===== config.mk =====
export PLATFORM = sky130hd
export DESIGN_NAME = paged_address_translation_lru_top
export DESIGN_NICKNAME = d
export VERILOG_FILES = /design/src/rtl/core/patl_pkg.sv /design/src/rtl/core/patl_ram.sv /design/src/rtl/core/paged_address_translation_lru_top.sv
export SDC_FILE = /design/constraint.sdc
export NUM_CORES = 1
export LEC_CHECK = 0
export ABC_AREA = 0
export BUFFER_PORTS_ARGS = -buffer_cell sky130_fd_sc_hd__buf_2
export CAP_MARGIN = 40
export CORE_MARGIN = 8
export CORE_UTILIZATION = 63
export DETAILED_ROUTE_END_ITERATION = 10
export PLACE_DENSITY = 0.86
export RECOVER_POWER = 100
export SYNTH_ARGS = -nofsm -noshare
export SYNTH_HDL_FRONTEND = slang
export SYNTH_HIERARCHICAL = 1
export SYNTH_SLANG_ARGS = --single-unit

===== constraint.sdc =====
create_clock -name clock -period 6.15 [get_ports clock]
set_input_delay 0.615 -clock clock [delete_from_list [all_inputs] [get_ports clock]]
set_output_delay 0.615 -clock clock [all_outputs]
set_load 0.02 [all_outputs]

===== src/rtl/core/patl_pkg.sv =====
`default_nettype none

package patl_pkg;

   localparam int PAGE_COUNT   = 32;
   localparam int FRAME_COUNT  = 8;
   localparam int OFFSET_BITS  = 7;
   localparam int PAGE_BITS    = $clog2(PAGE_COUNT);
   localparam int FRAME_BITS   = $clog2(FRAME_COUNT);
   localparam int LADDR_WIDTH  = 12;
   localparam int PADDR_WIDTH  = 10;
   localparam int STAMP_WIDTH  = 32;
   localparam int STEP_BITS    = 3;

   localparam logic [1:0] OUTCOME_HIT   = 2'd0;
   localparam logic [1:0] OUTCOME_FILL  = 2'd1;
   localparam logic [1:0] OUTCOME_EVICT = 2'd2;

   typedef logic [STEP_BITS-1:0] step_type;

   localparam step_type STEP_IDLE   = 3'd0;
   localparam step_type STEP_LOOKUP = 3'd1;
   localparam step_type STEP_SCAN   = 3'd2;
   localparam step_type STEP_SELECT = 3'd3;
   localparam step_type STEP_FILL   = 3'd4;
   localparam step_type STEP_FINISH = 3'd5;
   localparam int       STEP_COUNT  = 6;

   typedef enum logic [2:0] {
      OP_NONE,
      OP_LOOKUP,
      OP_SCAN,
      OP_SELECT,
      OP_FILL,
      OP_FINISH
   } op_type;

   typedef enum logic [2:0] {
      COND_ALWAYS,
      COND_ACCEPT,
      COND_HIT,
      COND_SCAN_DONE,
      COND_RSP_FREE
   } cond_type;

   typedef struct packed {
      logic     req_ready;
      op_type   op;
      cond_type cond;
      step_type jump_true;
      step_type jump_false;
   } uword_type;

   // microprogram: next step is jump_true when cond holds, else jump_false
   localparam uword_type PROGRAM [STEP_COUNT] = '{
      '{1'b1, OP_NONE,   COND_ACCEPT,    STEP_LOOKUP, STEP_IDLE},
      '{1'b0, OP_LOOKUP, COND_HIT,       STEP_FINISH, STEP_SCAN},
      '{1'b0, OP_SCAN,   COND_SCAN_DONE, STEP_SELECT, STEP_SCAN},
      '{1'b0, OP_SELECT, COND_ALWAYS,    STEP_FILL,   STEP_FILL},
      '{1'b0, OP_FILL,   COND_ALWAYS,    STEP_FINISH, STEP_FINISH},
      '{1'b0, OP_FINISH, COND_RSP_FREE,  STEP_IDLE,   STEP_FINISH}
   };

endpackage

`default_nettype wire


===== src/rtl/core/patl_ram.sv =====
`default_nettype none

module patl_ram #(
   parameter int WIDTH = 8,
   parameter int DEPTH = 32
) (
   input  wire logic                     clock,
   input  wire logic                     wr_en,
   input  wire logic [$clog2(DEPTH)-1:0] addr,
   input  wire logic [WIDTH-1:0]         wr_data,
   output logic      [WIDTH-1:0]         rd_data
);

   logic [WIDTH-1:0] storage_ff [DEPTH];
   logic [WIDTH-1:0] rd_data_ff;

   always_ff @(posedge clock) begin
      if (wr_en) begin
         storage_ff[addr] <= wr_data;
      end
      rd_data_ff <= storage_ff[addr];
   end

   assign rd_data = rd_data_ff;

endmodule

`default_nettype wire


===== src/rtl/core/paged_address_translation_lru_top.sv =====
`default_nettype none

// channel   ports                                            direction
// req       req_valid, req_ready, req_logical_address[11:0]  in
// rsp       rsp_valid, rsp_ready, rsp_physical_address[9:0], out
//           rsp_outcome[1:0]
//
// Hit: accept, table read, result.
// Fault: accept, table read, frame scan, select, fill, result; the frame
// scan walks frames 1..7, one per cycle, stopping at the first free one.
// Reset clears page valid bits and stamps, sets frame 0 in use; no sweep.
// A result waits in the output register; the next item is taken meanwhile,
// and its last step holds until the register is free.

module paged_address_translation_lru_top (
   input  wire logic                                clock,
   input  wire logic                                reset,
   input  wire logic                                req_valid,
   output logic                                     req_ready,
   input  wire logic [patl_pkg::LADDR_WIDTH-1:0]    req_logical_address,
   output logic                                     rsp_valid,
   input  wire logic                                rsp_ready,
   output logic      [patl_pkg::PADDR_WIDTH-1:0]    rsp_physical_address,
   output logic      [1:0]                          rsp_outcome
);

   localparam int PB = patl_pkg::PAGE_BITS;
   localparam int FB = patl_pkg::FRAME_BITS;
   localparam int OB = patl_pkg::OFFSET_BITS;
   localparam int SW = patl_pkg::STAMP_WIDTH;
   localparam int FC = patl_pkg::FRAME_COUNT;
   localparam int PC = patl_pkg::PAGE_COUNT;

   patl_pkg::step_type  step_ff, step_in;
   patl_pkg::uword_type uword;
   logic                cond_true;

   logic [PC-1:0]  page_valid_ff, page_valid_in;
   logic [FC-1:0]  in_use_ff, in_use_in;
   logic [SW-1:0]  last_use_ff [FC];
   logic [SW-1:0]  last_use_in [FC];
   logic [SW-1:0]  clock_ff, clock_in;
   logic [PB-1:0]  owner_ff [FC];

   logic [PB-1:0]  page_ff, page_in;
   logic [OB-1:0]  offset_ff, offset_in;
   logic [FB-1:0]  frame_ff, frame_in;
   logic [1:0]     outcome_ff, outcome_in;
   logic [FB-1:0]  idx_ff, idx_in;
   logic [FB-1:0]  best_ff, best_in;
   logic [SW-1:0]  best_stamp_ff, best_stamp_in;
   logic           free_ff, free_in;

   logic                             rsp_valid_ff, rsp_valid_in;
   logic [patl_pkg::PADDR_WIDTH-1:0] rsp_paddr_ff, rsp_paddr_in;
   logic [1:0]                       rsp_outcome_ff, rsp_outcome_in;

   logic           ram_wr_en;
   logic [PB-1:0]  ram_addr;
   logic [FB-1:0]  ram_rd_data;
   logic           accept;
   logic           scan_done;
   logic           owner_wr;

   patl_ram #(
      .WIDTH(FB),
      .DEPTH(PC)
   ) u_page_frame (
      .clock  (clock),
      .wr_en  (ram_wr_en),
      .addr   (ram_addr),
      .wr_data(frame_ff),
      .rd_data(ram_rd_data)
   );

   assign uword     = patl_pkg::PROGRAM[step_ff];
   assign req_ready = uword.req_ready && !reset;
   assign accept    = req_valid && req_ready;
   assign scan_done = !in_use_ff[idx_ff] || (idx_ff == FB'(FC - 1));
   assign ram_wr_en = (uword.op == patl_pkg::OP_FILL);
   assign ram_addr  = ram_wr_en ? page_ff : req_logical_address[OB +: PB];
   assign owner_wr  = (uword.op == patl_pkg::OP_FILL);

   always_comb begin
      case (uword.cond)
         patl_pkg::COND_ALWAYS:    cond_true = 1'b1;
         patl_pkg::COND_ACCEPT:    cond_true = accept;
         patl_pkg::COND_HIT:       cond_true = page_valid_ff[page_ff];
         patl_pkg::COND_SCAN_DONE: cond_true = scan_done;
         patl_pkg::COND_RSP_FREE:  cond_true = !rsp_valid_ff || rsp_ready;
         default:                  cond_true = 1'b0;
      endcase
   end

   always_comb begin
      step_in        = cond_true ? uword.jump_true : uword.jump_false;
      page_valid_in  = page_valid_ff;
      in_use_in      = in_use_ff;
      last_use_in    = last_use_ff;
      clock_in       = clock_ff;
      page_in        = page_ff;
      offset_in      = offset_ff;
      frame_in       = frame_ff;
      outcome_in     = outcome_ff;
      idx_in         = idx_ff;
      best_in        = best_ff;
      best_stamp_in  = best_stamp_ff;
      free_in        = free_ff;
      rsp_valid_in   = rsp_valid_ff && !rsp_ready;
      rsp_paddr_in   = rsp_paddr_ff;
      rsp_outcome_in = rsp_outcome_ff;

      case (uword.op)
         patl_pkg::OP_NONE: begin
            if (accept) begin
               page_in   = req_logical_address[OB +: PB];
               offset_in = req_logical_address[OB-1:0];
               if (clock_ff != '1) begin
                  clock_in = clock_ff + SW'(1);
               end
            end
         end
         patl_pkg::OP_LOOKUP: begin
            frame_in   = ram_rd_data;
            outcome_in = patl_pkg::OUTCOME_HIT;
            idx_in     = FB'(1);
            free_in    = 1'b0;
         end
         patl_pkg::OP_SCAN: begin
            if (!in_use_ff[idx_ff]) begin
               frame_in   = idx_ff;
               free_in    = 1'b1;
               outcome_in = patl_pkg::OUTCOME_FILL;
            end else if (idx_ff == FB'(1) || last_use_ff[idx_ff] < best_stamp_ff) begin
               best_in       = idx_ff;
               best_stamp_in = last_use_ff[idx_ff];
            end
            idx_in = idx_ff + FB'(1);
         end
         patl_pkg::OP_SELECT: begin
            if (!free_ff) begin
               frame_in                      = best_ff;
               outcome_in                    = patl_pkg::OUTCOME_EVICT;
               page_valid_in[owner_ff[best_ff]] = 1'b0;
            end
         end
         patl_pkg::OP_FILL: begin
            page_valid_in[page_ff] = 1'b1;
            in_use_in[frame_ff]    = 1'b1;
         end
         patl_pkg::OP_FINISH: begin
            if (cond_true) begin
               last_use_in[frame_ff] = clock_ff;
               rsp_valid_in          = 1'b1;
               rsp_paddr_in          = {frame_ff, offset_ff};
               rsp_outcome_in        = outcome_ff;
            end
         end
         default: begin
         end
      endcase
   end

   always_ff @(posedge clock) begin
      if (reset) begin
         step_ff       <= patl_pkg::STEP_IDLE;
         page_valid_ff <= '0;
         in_use_ff     <= FC'(1);
         last_use_ff   <= '{default: '0};
         clock_ff      <= '0;
         rsp_valid_ff  <= 1'b0;
      end else begin
         step_ff       <= step_in;
         page_valid_ff <= page_valid_in;
         in_use_ff     <= in_use_in;
         last_use_ff   <= last_use_in;
         clock_ff      <= clock_in;
         rsp_valid_ff  <= rsp_valid_in;
      end
   end

   always_ff @(posedge clock) begin
      page_ff        <= page_in;
      offset_ff      <= offset_in;
      frame_ff       <= frame_in;
      outcome_ff     <= outcome_in;
      idx_ff         <= idx_in;
      best_ff        <= best_in;
      best_stamp_ff  <= best_stamp_in;
      free_ff        <= free_in;
      rsp_paddr_ff   <= rsp_paddr_in;
      rsp_outcome_ff <= rsp_outcome_in;
      if (owner_wr) begin
         owner_ff[frame_ff] <= page_ff;
      end
   end

   assign rsp_valid            = rsp_valid_ff;
   assign rsp_physical_address = rsp_paddr_ff;
   assign rsp_outcome          = rsp_outcome_ff;

endmodule

`default_nettype wire


# Word-level counts from Yosys, hierarchy flattened
# Memories as Yosys holds them, arrays and structs flattened. A register that Yosys moved wholly into a read port is not among the register bits.
# Index checks and enable logic that the tools add are counted.
[word_totals]
latch_bits = 0
mem_bits_ro = 104
regBits = 400
in_bits = 16
mem_bits_rw = 136
output_inout_bits = 14
wordCells = 124
n_memories = 3
[memory_table]
columns = ["name", "depth", "width", "rd", "rd_ports_with_merged_regs", "wr", "line_no", "text"]
rows = [
  ["(name not given)", 8, 13, 1, 0, 0, "paged_address_translation_lru_top.sv:76", "assign uword = patl_pkg::PROGRAM[step_ff];"],
  ["u_page_frame.storage_ff", 32, 3, 1, 1, 1, "patl_ram.sv:14", "logic [WIDTH-1:0] storage_ff [DEPTH];"],
  ["owner_ff", 8, 5, 1, 1, 1, "paged_address_translation_lru_top.sv:43", "logic [PB-1:0] owner_ff [FC];"],
]
[classes]
muxes = 37
reduce_logical = 26
addsub = 2
n_eq_ne = 14
magnitude_cmp = 12
n_mul = 0
n_bitwise = 7
shift = 0
div_mod_pow = 0
[op_table]
columns = ["operator", "n"]
rows = [
  ["$bwmux W256", 1],
  ["$mux W32", 4],
  ["$bmux W32 S3", 1],
  ["$demux W32 S3", 1],
  ["$pmux W32 S2", 1],
  ["$add A32 B1 Y32 const B", 1],
  ["$and A32 B32 Y32", 1],
  ["$lt A32 B32 Y1", 1],
  ["$ne A32 B32 Y1 const B", 1],
  ["$not A32 Y32", 1],
  ["$or A32 B32 Y32", 1],
  ["$mux W13", 2],
  ["$eq A3 B2 Y1 const B", 4],
  ["$eq A3 B3 Y1 const B", 4],
  ["$ge A4 B4 Y1 const B", 3],
  ["$lt A5 B6 Y1 const B", 2],
  ["$mux W3", 4],
  ["$not A3 Y4", 3],
  ["$demux W1 S5", 2],
  ["$ge A5 B1 Y1 const B", 2],
  ["$mux W1", 10],
  ["$eq A3 B1 Y1 const B", 3],
  ["$pmux W3 S3", 1],
  ["$reduce_and A3 Y1", 3],
  ["other kinds (22)", 41],
]

# Logic depth before layout (Yosys ltp)
# Gate-level depths: netlist of the first run.
[depth]
word_depth = 9
mapped_depth = 13
ltp_nobuf = 10

# Cells and area by module
# Netlist of the first run, hierarchy kept.
[by_module_without_submodules]
columns = ["module", "cells_per_inst", "instances", "seq_area_each_um2", "area_per_inst_um2"]
rows = [
  ["paged_address_translation_lru_top", 2007, 1, 9949.5, 19383.6],
  ["patl_ram", 235, 1, 2942.8, 4025.1],
]

# Worst setup path before layout of the first run
# OpenSTA, ideal clock, no wires.
[synth_timing]
path_type = "reg-to-reg"
start = "register idx_ff[0]"
end = "register best_ff[0] (enable)"
arrival_ns = 4.275
slack_ns = 1.485
stages_incl_launch_ff = 14
cell_sequence = "edfxtp_1 > buf_6 > clkbuf_1 > buf_1 > mux4_2 > mux2_2 > ha_1 > a21oi_1 > o21ai_0 > a2111oi_0 > a21oi_1 > nor4_2 > o21ai_1 > inv_1"
[synth_between]
elab_chain_cells = 7
word_cells_on_any_way = 10
classes_between = "1 x order compare; 1 x eq/ne; 5 x mux; 1 x bitwise; 2 x reduce/logical"
[synth_rtl]
columns = ["item", "line_no", "text"]
rows = [
  ["from (decl)", "paged_address_translation_lru_top.sv:49", "logic [FB-1:0] idx_ff, idx_in;"],
  ["from (signal assigned)", "paged_address_translation_lru_top.sv:187", "idx_ff <= idx_in;"],
  ["$not A3 Y4 (implied by the code)", "paged_address_translation_lru_top.sv:134", "end else if (idx_ff == FB'(1) || last_use_ff[idx_ff] < best_stamp_ff) begin"],
  ["$bmux W32 S3", "paged_address_translation_lru_top.sv:134", ""],
  ["$mux W32 (implied by the code) (2 in a row)", "paged_address_translation_lru_top.sv:134", ""],
  ["$lt A32 B32 Y1", "paged_address_translation_lru_top.sv:134", ""],
  ["$logic_or A1 B1 Y1", "paged_address_translation_lru_top.sv:134", ""],
  ["$reduce_and A3 Y1 (no line) (*)", "-", ""],
  ["to (signal assigned)", "paged_address_translation_lru_top.sv:188", "best_ff <= best_in;"],
  ["to (decl)", "paged_address_translation_lru_top.sv:50", "logic [FB-1:0] best_ff, best_in;"],
]
# Mark *: on every way between the ends. The rest lies on a longest branch, timed or not. The select of a mux whose other input is x is not followed.
# A chain may end at the register's enable or synchronous reset.

# Worst setup path in the final report of the first run
[layout_timing]
start = "register frame_ff[0]"
end = "register last_use_ff[1] (netlist name)"
[layout_between]
elab_chain_cells = 6
word_cells_on_any_way = 7
classes_between = "2 x order compare; 3 x mux; 1 x bitwise; 1 x reduce/logical"
[layout_rtl]
columns = ["item", "line_no", "text"]
rows = [
  ["from (decl)", "paged_address_translation_lru_top.sv:47", "logic [FB-1:0] frame_ff, frame_in;"],
  ["from (signal assigned)", "paged_address_translation_lru_top.sv:185", "frame_ff <= frame_in;"],
  ["$not A3 Y4 (implied by the code) (*)", "paged_address_translation_lru_top.sv:153", "last_use_in[frame_ff] = clock_ff;"],
  ["$ge A4 B4 Y1 (implied by the code) or $lt A4 B1 Y1 (tied branches)", "paged_address_translation_lru_top.sv:153", ""],
  ["$logic_and A1 B1 Y1 (implied by the code)", "paged_address_translation_lru_top.sv:153", ""],
  ["$mux W32 (implied by the code)", "paged_address_translation_lru_top.sv:153", ""],
  ["$demux W32 S3 (*)", "paged_address_translation_lru_top.sv:153", ""],
  ["$bwmux W256 (*)", "paged_address_translation_lru_top.sv:153", ""],
  ["to (signal assigned)", "paged_address_translation_lru_top.sv:176", "last_use_ff <= last_use_in;"],
  ["to (decl)", "paged_address_translation_lru_top.sv:40", "logic [SW-1:0] last_use_ff [FC];"],
]
# Mark *: on every way between the ends. The rest lies on a longest branch, timed or not.

==> metrics.cfg, run 1 <==
[power]
power.density_nw_per_um2 = 342
p_switching_mw = 2.41
p_sw_share_pct = 27.9
cellLeakagePower_nw = 8.69
finalPower_mw = 8.65
p_int_mw = 6.24
seqPwrFrac_pct = 47.6
ir_worst_vdd_mv = 0.204
comb_power_share_pct = 15.7
power_frac_clock_pct = 36.7

[yosys]
ys_seq_elements = 542
ys_async_sr_fraction_pct = 0
synthCells = 2242
netlist-cell-type-count = 72
syn-num-nets = 2300
ys_warn_count = 6
synth-edff-count = 204
netlist_area_um2 = 23400
yosysSeqAreaShare_pct = 55.1
synth_flop_cell = dfxtp_1
avgSynthCellArea_um2 = 10.4

[grt]
grt_pass1_wl_um = 93100
grt_max_degree = 122
use_met1_pct = 33.9
grt.overflow.total = 0
grt_pass1_vias = 17100
antenna_found_initial = 0
top_usage_layer = met2
grtUsageMet2_pct = 43.3
track_usage_pct = 26.5
use_met3_pct = 5.61

[placement]
portBuffers = 29
place_worst_setup_slack_ps = 1280
routabilityCongestion = 0.853
dpl.hpwl_um = 33600
dpl-instance-area_um2 = 23700

[cts]
cts_setup_buffers = 0
h-tree-depth = 2
cts_tree = built
cts_sinks = 542
insertion_delay_ps = 600
clockRootBuffer = clkbuf_16
clkTransAtPathRegs_ps = 70
numCtsBuffers = 52
cts.path.max_buffers = 3
cts_resized = 0
hold_buffers = 0

[critical_path]
path_class = reg -> reg
start_kind = register
cp_data_arrival_time_ps = 5870
critPathMaxFanout = 38
worstPathRequired_ps = 6680
cp-end-kind = register

[routing]
vias_per_cell = 6.48
wl_per_cell_um = 21.9
drc = 0
routed_wl_um = 59000
ant_nets = 0
drt_iter0_drc = 2153
vias = 17500
drtPass1Iterations = 7

[sta]
fin_setup_tns_ps = 0
post-route-min-period_ps = 5340
rsz0062_at_grt = false
holdWs_ps = 200
worstMarginPinSlew_ps = 2420
timing.fmax_ghz = 0.187
clock-skew-final_ps = 18.5
max_slew_margin_pct = -61.5
hold_viol_final = 0
setup_ws_ps = 805
fin_crit_sh_pct = 86.9
maxSlewViolCount = 295
setup_viol = 0

[worst_hold_path]
hold_class = in -> reg

[die]
initial_utilization_pct = 63.9
ioPinCount = 30
coreArea_um2 = 36600
fp.dieArea_um2 = 43600
dieWidth_um = 209
rows = 70
die_y_um = 209

[status]
status = complete, but fails checks
violations = max-capacitance violations, max-slew violations

[finish]
layout_common_cells = nand2_1, dfxtp_1, a21oi_1
final_common_cell = nand2_1
area_delta_synth_final_pct = 7.88
num-fill-cells = 2384
postLayoutCellArea_um2 = 25300
nNetsFinal = 2247
final_layout_size_suffix_gt1_share_pct = 10.1
antennaDiodeCount = 0

[flow_run]
maxCapViolations = 10

-- area by class of cell --
class                           instances  area [um^2]  area share (%)
Tap cell                              468          586            2.32
Clock buffer                           72         1450            5.73
Clock inverter                         24          233           0.922
Timing Repair Buffer                   67          488            1.93
Sequential cell                       542        12900            51.1
Multi-Input combinational cell       1475         9420            37.3
Inverter                               51          191           0.758
-- worst paths after layout --
check | startpoint | endpoint | slack, ps | cells after the start
hold / removal | req_logical_address[5] | offset_ff[5]$_DFFE_PP_ | 200 | 1
setup / recovery | frame_ff[0]$_DFFE_PP_ | last_use_ff[1]$_SDFFE_PP0P_ | 810 | 6
setup reg to reg | frame_ff[0]$_DFFE_PP_ | last_use_ff[1]$_SDFFE_PP0P_ | 810 | 6
hold reg to reg | offset_ff[2]$_DFFE_PP_ | rsp_physical_address[2]$_DFFE_PP_ | 420 | 0
-- cells in the mapped netlist, drive strengths merged (2+ instances only) --
cell type,count,area (um^2)
a21oi,303,1520
edfxtp,204,6130
ha,42,526
and2,8,50.1
a311oi,2,17.5
or2,6,40.0
or4b,2,20.0
mux2,43,484
a211oi,35,263
nand2,563,2110
nor2b,12,75.1
nor4,10,68.8
or4,3,26.3
mux2i,48,480
or4bb,2,22.5
nand4,16,100
xor2,16,140
nand3,17,85.1
xnor2,14,123
mux4,85,1930
or3b,5,43.8
nor2,117,439
dfxtp,338,6770
o21ai,19,98.8
a221oi,3,32.5
inv,50,188
clkbuf,69,259
and3,9,56.3
buf,105,628
nor3,22,115
nor3b,6,50.1
and4,6,52.6
nand3b,4,30.0
a22oi,4,30.0
or3,9,56.3
nand2b,10,65.1
o22ai,14,87.6
a22o,3,26.3
and3b,2,17.5
-- power by group through the flow --
stage	Clock (mW)	Combinational, mW	Sequential, mW
final	3.18	1.36	4.12
after floorplan	0	0.946	4.17
after detailed placement	0	1.34	4.17
after global routing	3.35	1.43	4.12
after global placement	0	1.28	4.16
after CTS	3.20	1.36	4.10
-- layer usage --
layer  share of wire [%]  vias to the layer above  wire length [um]
met4                 4.2                        0              2450
met3                  11                      245              6490
li1                    -                     7735                 -
met1                  37                     8422             21800
met5                   0                        -                 0
met2                  48                     1095             28300
-- through the flow --
step,cells,utilization [%]
3_5_place_dp,2600,64.7
6_report,2699,69.0
3_3_place_gp,2589,64.2
4_1_cts,2696,69.3
2_1_floorplan,2242,-
5_1_grt,2699,69.0
-- sequential cells by signal (all words and copies together) (netlist names), 3 cells and up, named ones only --
register / count
u_page_frame/storage_ff: 96
best_stamp_ff: 32
clock_ff: 32
idx_ff: 3
page_ff: 5
owner_ff: 40
page_valid_ff: 32
frame_ff: 3
last_use_ff: 256
step_ff: 3
u_page_frame/rd_data: 3
in_use_ff: 8
best_ff: 3
offset_ff: 7
rsp_physical_address: 10
-- worst max-delay path, cell delays in order (launching register included) --
cell,delay (ps)
edfxtp_1,360
clkbuf_1,1220
o311ai_0,1200
nor2_2,280
clkbuf_1,1750
nand2_1,230
a21oi_1,230
-- cells by family (layout without fill, tap and decap cells) --
kind of cell,Yosys count,after routing,share of synthesized area (%)
AO/OA/AOI/OAI,396,396,9.41
XOR/XNOR,30,30,1.12
adder cells (fa/ha/maj),42,42,2.24
buffers and inverters,225,214,4.61
flip-flops,542,542,55.1
multiplexers,176,176,12.4
AND/OR/NAND/NOR,831,831,15.2
Power figures use the tool's default switching activity.
==> run 2, diff against run 1 <==
Settings changed: GPL_TIMING_DRIVEN from default to 0, RECOVER_POWER 100 to 50.
==> run 2 against run 1 <==
The flow still finishes with violations (max-capacitance violations, max-slew violations). Sequential power barely moved. First-iteration DRC count rose by 44%. Global-route usage rose by 2.8 points. Fmax fell by 12%. Critical path type unchanged.
==> metrics.cfg, run 2 (synthesis gave the netlist of run 1 again) <==
[status]
status = complete, but fails checks  ; unchanged
violations = max-capacitance violations, max-slew violations  ; unchanged

[die]
coreArea_um2 = 36600  ; unchanged
rows = 70  ; unchanged
die_y_um = 209  ; unchanged
dieWidth_um = 209  ; unchanged
fp.dieArea_um2 = 43600  ; unchanged
ioPinCount = 30  ; unchanged
initial_utilization_pct = 63.9  ; unchanged

[placement]
routabilityCongestion = 0.964  ; was 0.853
portBuffers = 28  ; was 29
dpl.hpwl_um = 43400  ; was 33,600 um
dpl-instance-area_um2 = 24300  ; was 23,700 um^2

[sta]
maxSlewViolCount = 11  ; was 295
fin_setup_tns_ps = 0  ; unchanged
max_slew_margin_pct = -3.50  ; was -61.5%
holdWs_ps = 214  ; was 200 ps
fin_crit_sh_pct = 98.8  ; was 86.9%
clock-skew-final_ps = 11.0  ; was 18.5 ps
hold_viol_final = 0  ; unchanged
worstMarginPinSlew_ps = 1540  ; was 2420 ps
post-route-min-period_ps = 6070  ; was 5340 ps
rsz0062_at_grt = false  ; unchanged
timing.fmax_ghz = 0.165  ; was 0.187 GHz
setup_viol = 0  ; unchanged

[power]
cellLeakagePower_nw = 9.05  ; was 8.69 nW
power.density_nw_per_um2 = 341  ; was 342 nW/um^2
ir_worst_vdd_mv = 0.197  ; was 0.204 mV
finalPower_mw = 8.80  ; was 8.65 mW

[critical_path]
crit_chain = clkbuf_1, clkbuf_1, mux4_2, mux2_1, ha_1, nand4_1, nor4_1, buf_1, o211ai_1, a21oi_1, nor4_2, o21ai_1, inv_2  ; was clkbuf_1, o311ai_0, nor2_2, clkbuf_1, nand2_1, a21oi_1
cp_data_arrival_time_ps = 6270  ; was 5870 ps
worstPathRequired_ps = 6340  ; was 6680 ps
r2r_end = best_stamp_ff[11]$_DFFE_PP_  ; was last_use_ff[1]$_SDFFE_PP0P_
cp-end-kind = register  ; unchanged
critPathMaxFanout = 35  ; was 38
cp_common_cell = clkbuf_1  ; unchanged
critPathMaxStageDelay_ps = 810  ; was 1750 ps
rrSetupSlack_ps = 80  ; was 810 ps
start_kind = register  ; unchanged
path_class = reg -> reg  ; unchanged
critPathSlowestCell = clkbuf_1  ; unchanged
r2r_start = idx_ff[1]$_SDFFCE_PN0P_  ; was frame_ff[0]$_DFFE_PP_
reg2reg_depth = 13  ; was 6

[finish]
final_common_cell = nand2_1  ; unchanged
postLayoutCoreUtil_pct = 70.4  ; was 69.0%
nNetsFinal = 2398  ; was 2,247
final_layout_size_suffix_gt1_share_pct = 12.4  ; was 10.1%
reg_top3 = last_use_ff: 256 flops, u_page_frame/storage_ff: 96 flops, owner_ff: 40 flops  ; unchanged
top_register = last_use_ff  ; unchanged
area_delta_synth_final_pct = 10.2  ; was 7.88%
largest_register_ffs = 256  ; unchanged
layout_common_cells = nand2_1, dfxtp_1, a21oi_1  ; unchanged
postLayoutCellArea_um2 = 25800  ; was 25,300 um^2

[routing]
topRoutingLayerUsed = met5  ; was met4
wl_met2_um = 30400  ; was 28,300 um
drtPass1Iterations = 9  ; was 7
drc = 0  ; unchanged
m1WireLength_um = 23800  ; was 21,800 um
wl_met3_um = 7900  ; was 6490 um
drt_iter0_drc = 3093  ; was 2,153
routed_wl_um = 65800  ; was 59,000 um
vias = 18500  ; was 17.5k
vias_per_cell = 6.50  ; was 6.48
wl_per_cell_um = 23.1  ; was 21.9 um
ant_nets = 0  ; unchanged

[worst_hold_path]
hold_class = in -> reg  ; unchanged
holdPathStages = 1  ; unchanged
hp-start = req_logical_address[6]  ; was req_logical_address[5]
holdPathEnd = offset_ff[6]$_DFFE_PP_  ; was offset_ff[5]$_DFFE_PP_

[grt]
grt_pass1_wl_um = 101000  ; was 93,100 um
grt.overflow.total = 0  ; unchanged
track_usage_pct = 29.3  ; was 26.5%
grt_max_degree = 36  ; was 122
grt_pass1_vias = 18500  ; was 17.1k
antenna_found_initial = 2  ; was 0

[cts]
clkTransAtPathRegs_ps = 60  ; was 70 ps
hold_buffers = 0  ; unchanged
insertion_delay_ps = 580  ; was 600 ps
h-tree-depth = 2  ; unchanged
clockRootBuffer = clkbuf_16  ; unchanged
cts_sinks = 542  ; unchanged
cts.path.max_buffers = 3  ; unchanged
numCtsBuffers = 50  ; was 52
cts_tree = built  ; unchanged
cts_resized = 0  ; unchanged
cts_setup_buffers = 0  ; unchanged

[flow_run]
maxCapViolations = 1  ; was 10

==> run 2: cell types whose count changed in the layout (fill, tap and decap cells not counted), sizes merged <==
cell	change
clkinvlp	-5
diode	+1
clkbuf	+80
inv	-1
buf	+78
clkinv	-2
==> run 2: worst max path at each step <==
stage	cells after the start	slack, ps	endpoint	start
2_1_floorplan	13	1490	best_ff[0]$_DFFE_PP_	idx_ff[0]$_SDFFCE_PN1P_
3_3_place_gp	13	-490	best_stamp_ff[8]$_DFFE_PP_	idx_ff[0]$_SDFFCE_PN1P_
3_5_place_dp	11	630	best_stamp_ff[8]$_DFFE_PP_	idx_ff[1]$_SDFFCE_PN0P_
4_1_cts	11	580	best_stamp_ff[11]$_DFFE_PP_	idx_ff[1]$_SDFFCE_PN0P_
5_1_grt	11	80	best_stamp_ff[0]$_DFFE_PP_	idx_ff[1]$_SDFFCE_PN0P_
6_report	13	80	best_stamp_ff[11]$_DFFE_PP_	idx_ff[1]$_SDFFCE_PN0P_
==> run 2: through the flow <==
| step | instances | worst slack (ps) |
|---|---|---|
| 6_report | 2850 | 76.7 |
| 3_3_place_gp | 2738 | -488 |
| 2_1_floorplan | 2242 | 1490 |
| 4_1_cts | 2848 | 575 |
| 3_5_place_dp | 2755 | 630 |
| 5_1_grt | 2850 | 76.9 |
==> run 2: critical path: cells and delay by family (launching register included) <==
| family | cells | cell delay (ps) |
|---|---|---|
| AO/OA/AOI/OAI | 3 | 780 |
| adder cells (fa/ha/maj) | 1 | 340 |
| buffers and inverters | 4 | 2160 |
| flip-flops | 1 | 420 |
| multiplexers | 2 | 810 |
| AND/OR/NAND/NOR | 3 | 1140 |
==> run 2: area by class of cell <==
class	count	area (um^2)
antenna	1	2.50
buffer	174	841
clock buffer	77	1440
clock inverter	16	183
fill	2357	10800
inverter	51	191
multi-input combinational	1475	9410
sequential	542	12900
tap	468	586
timing repair buffer	46	238
==> run 2: power breakdown <==
| part | internal, mW | leakage (nW) | switching [mW] |
|---|---|---|---|
| clock | 1.78 | 0.795 | 1.32 |
| sequential | 3.99 | 4.51 | 0.105 |
| combinational | 0.493 | 3.74 | 1.11 |
| total | 6.26 | 9.05 | 2.53 |
==> run 2: layer usage <==
metal,up-vias,GRT usage [%]
met3,355,7.71
met4,2,16.0
met1,8811,36.0
met5,-,0
li1,8040,-
met2,1329,46.9
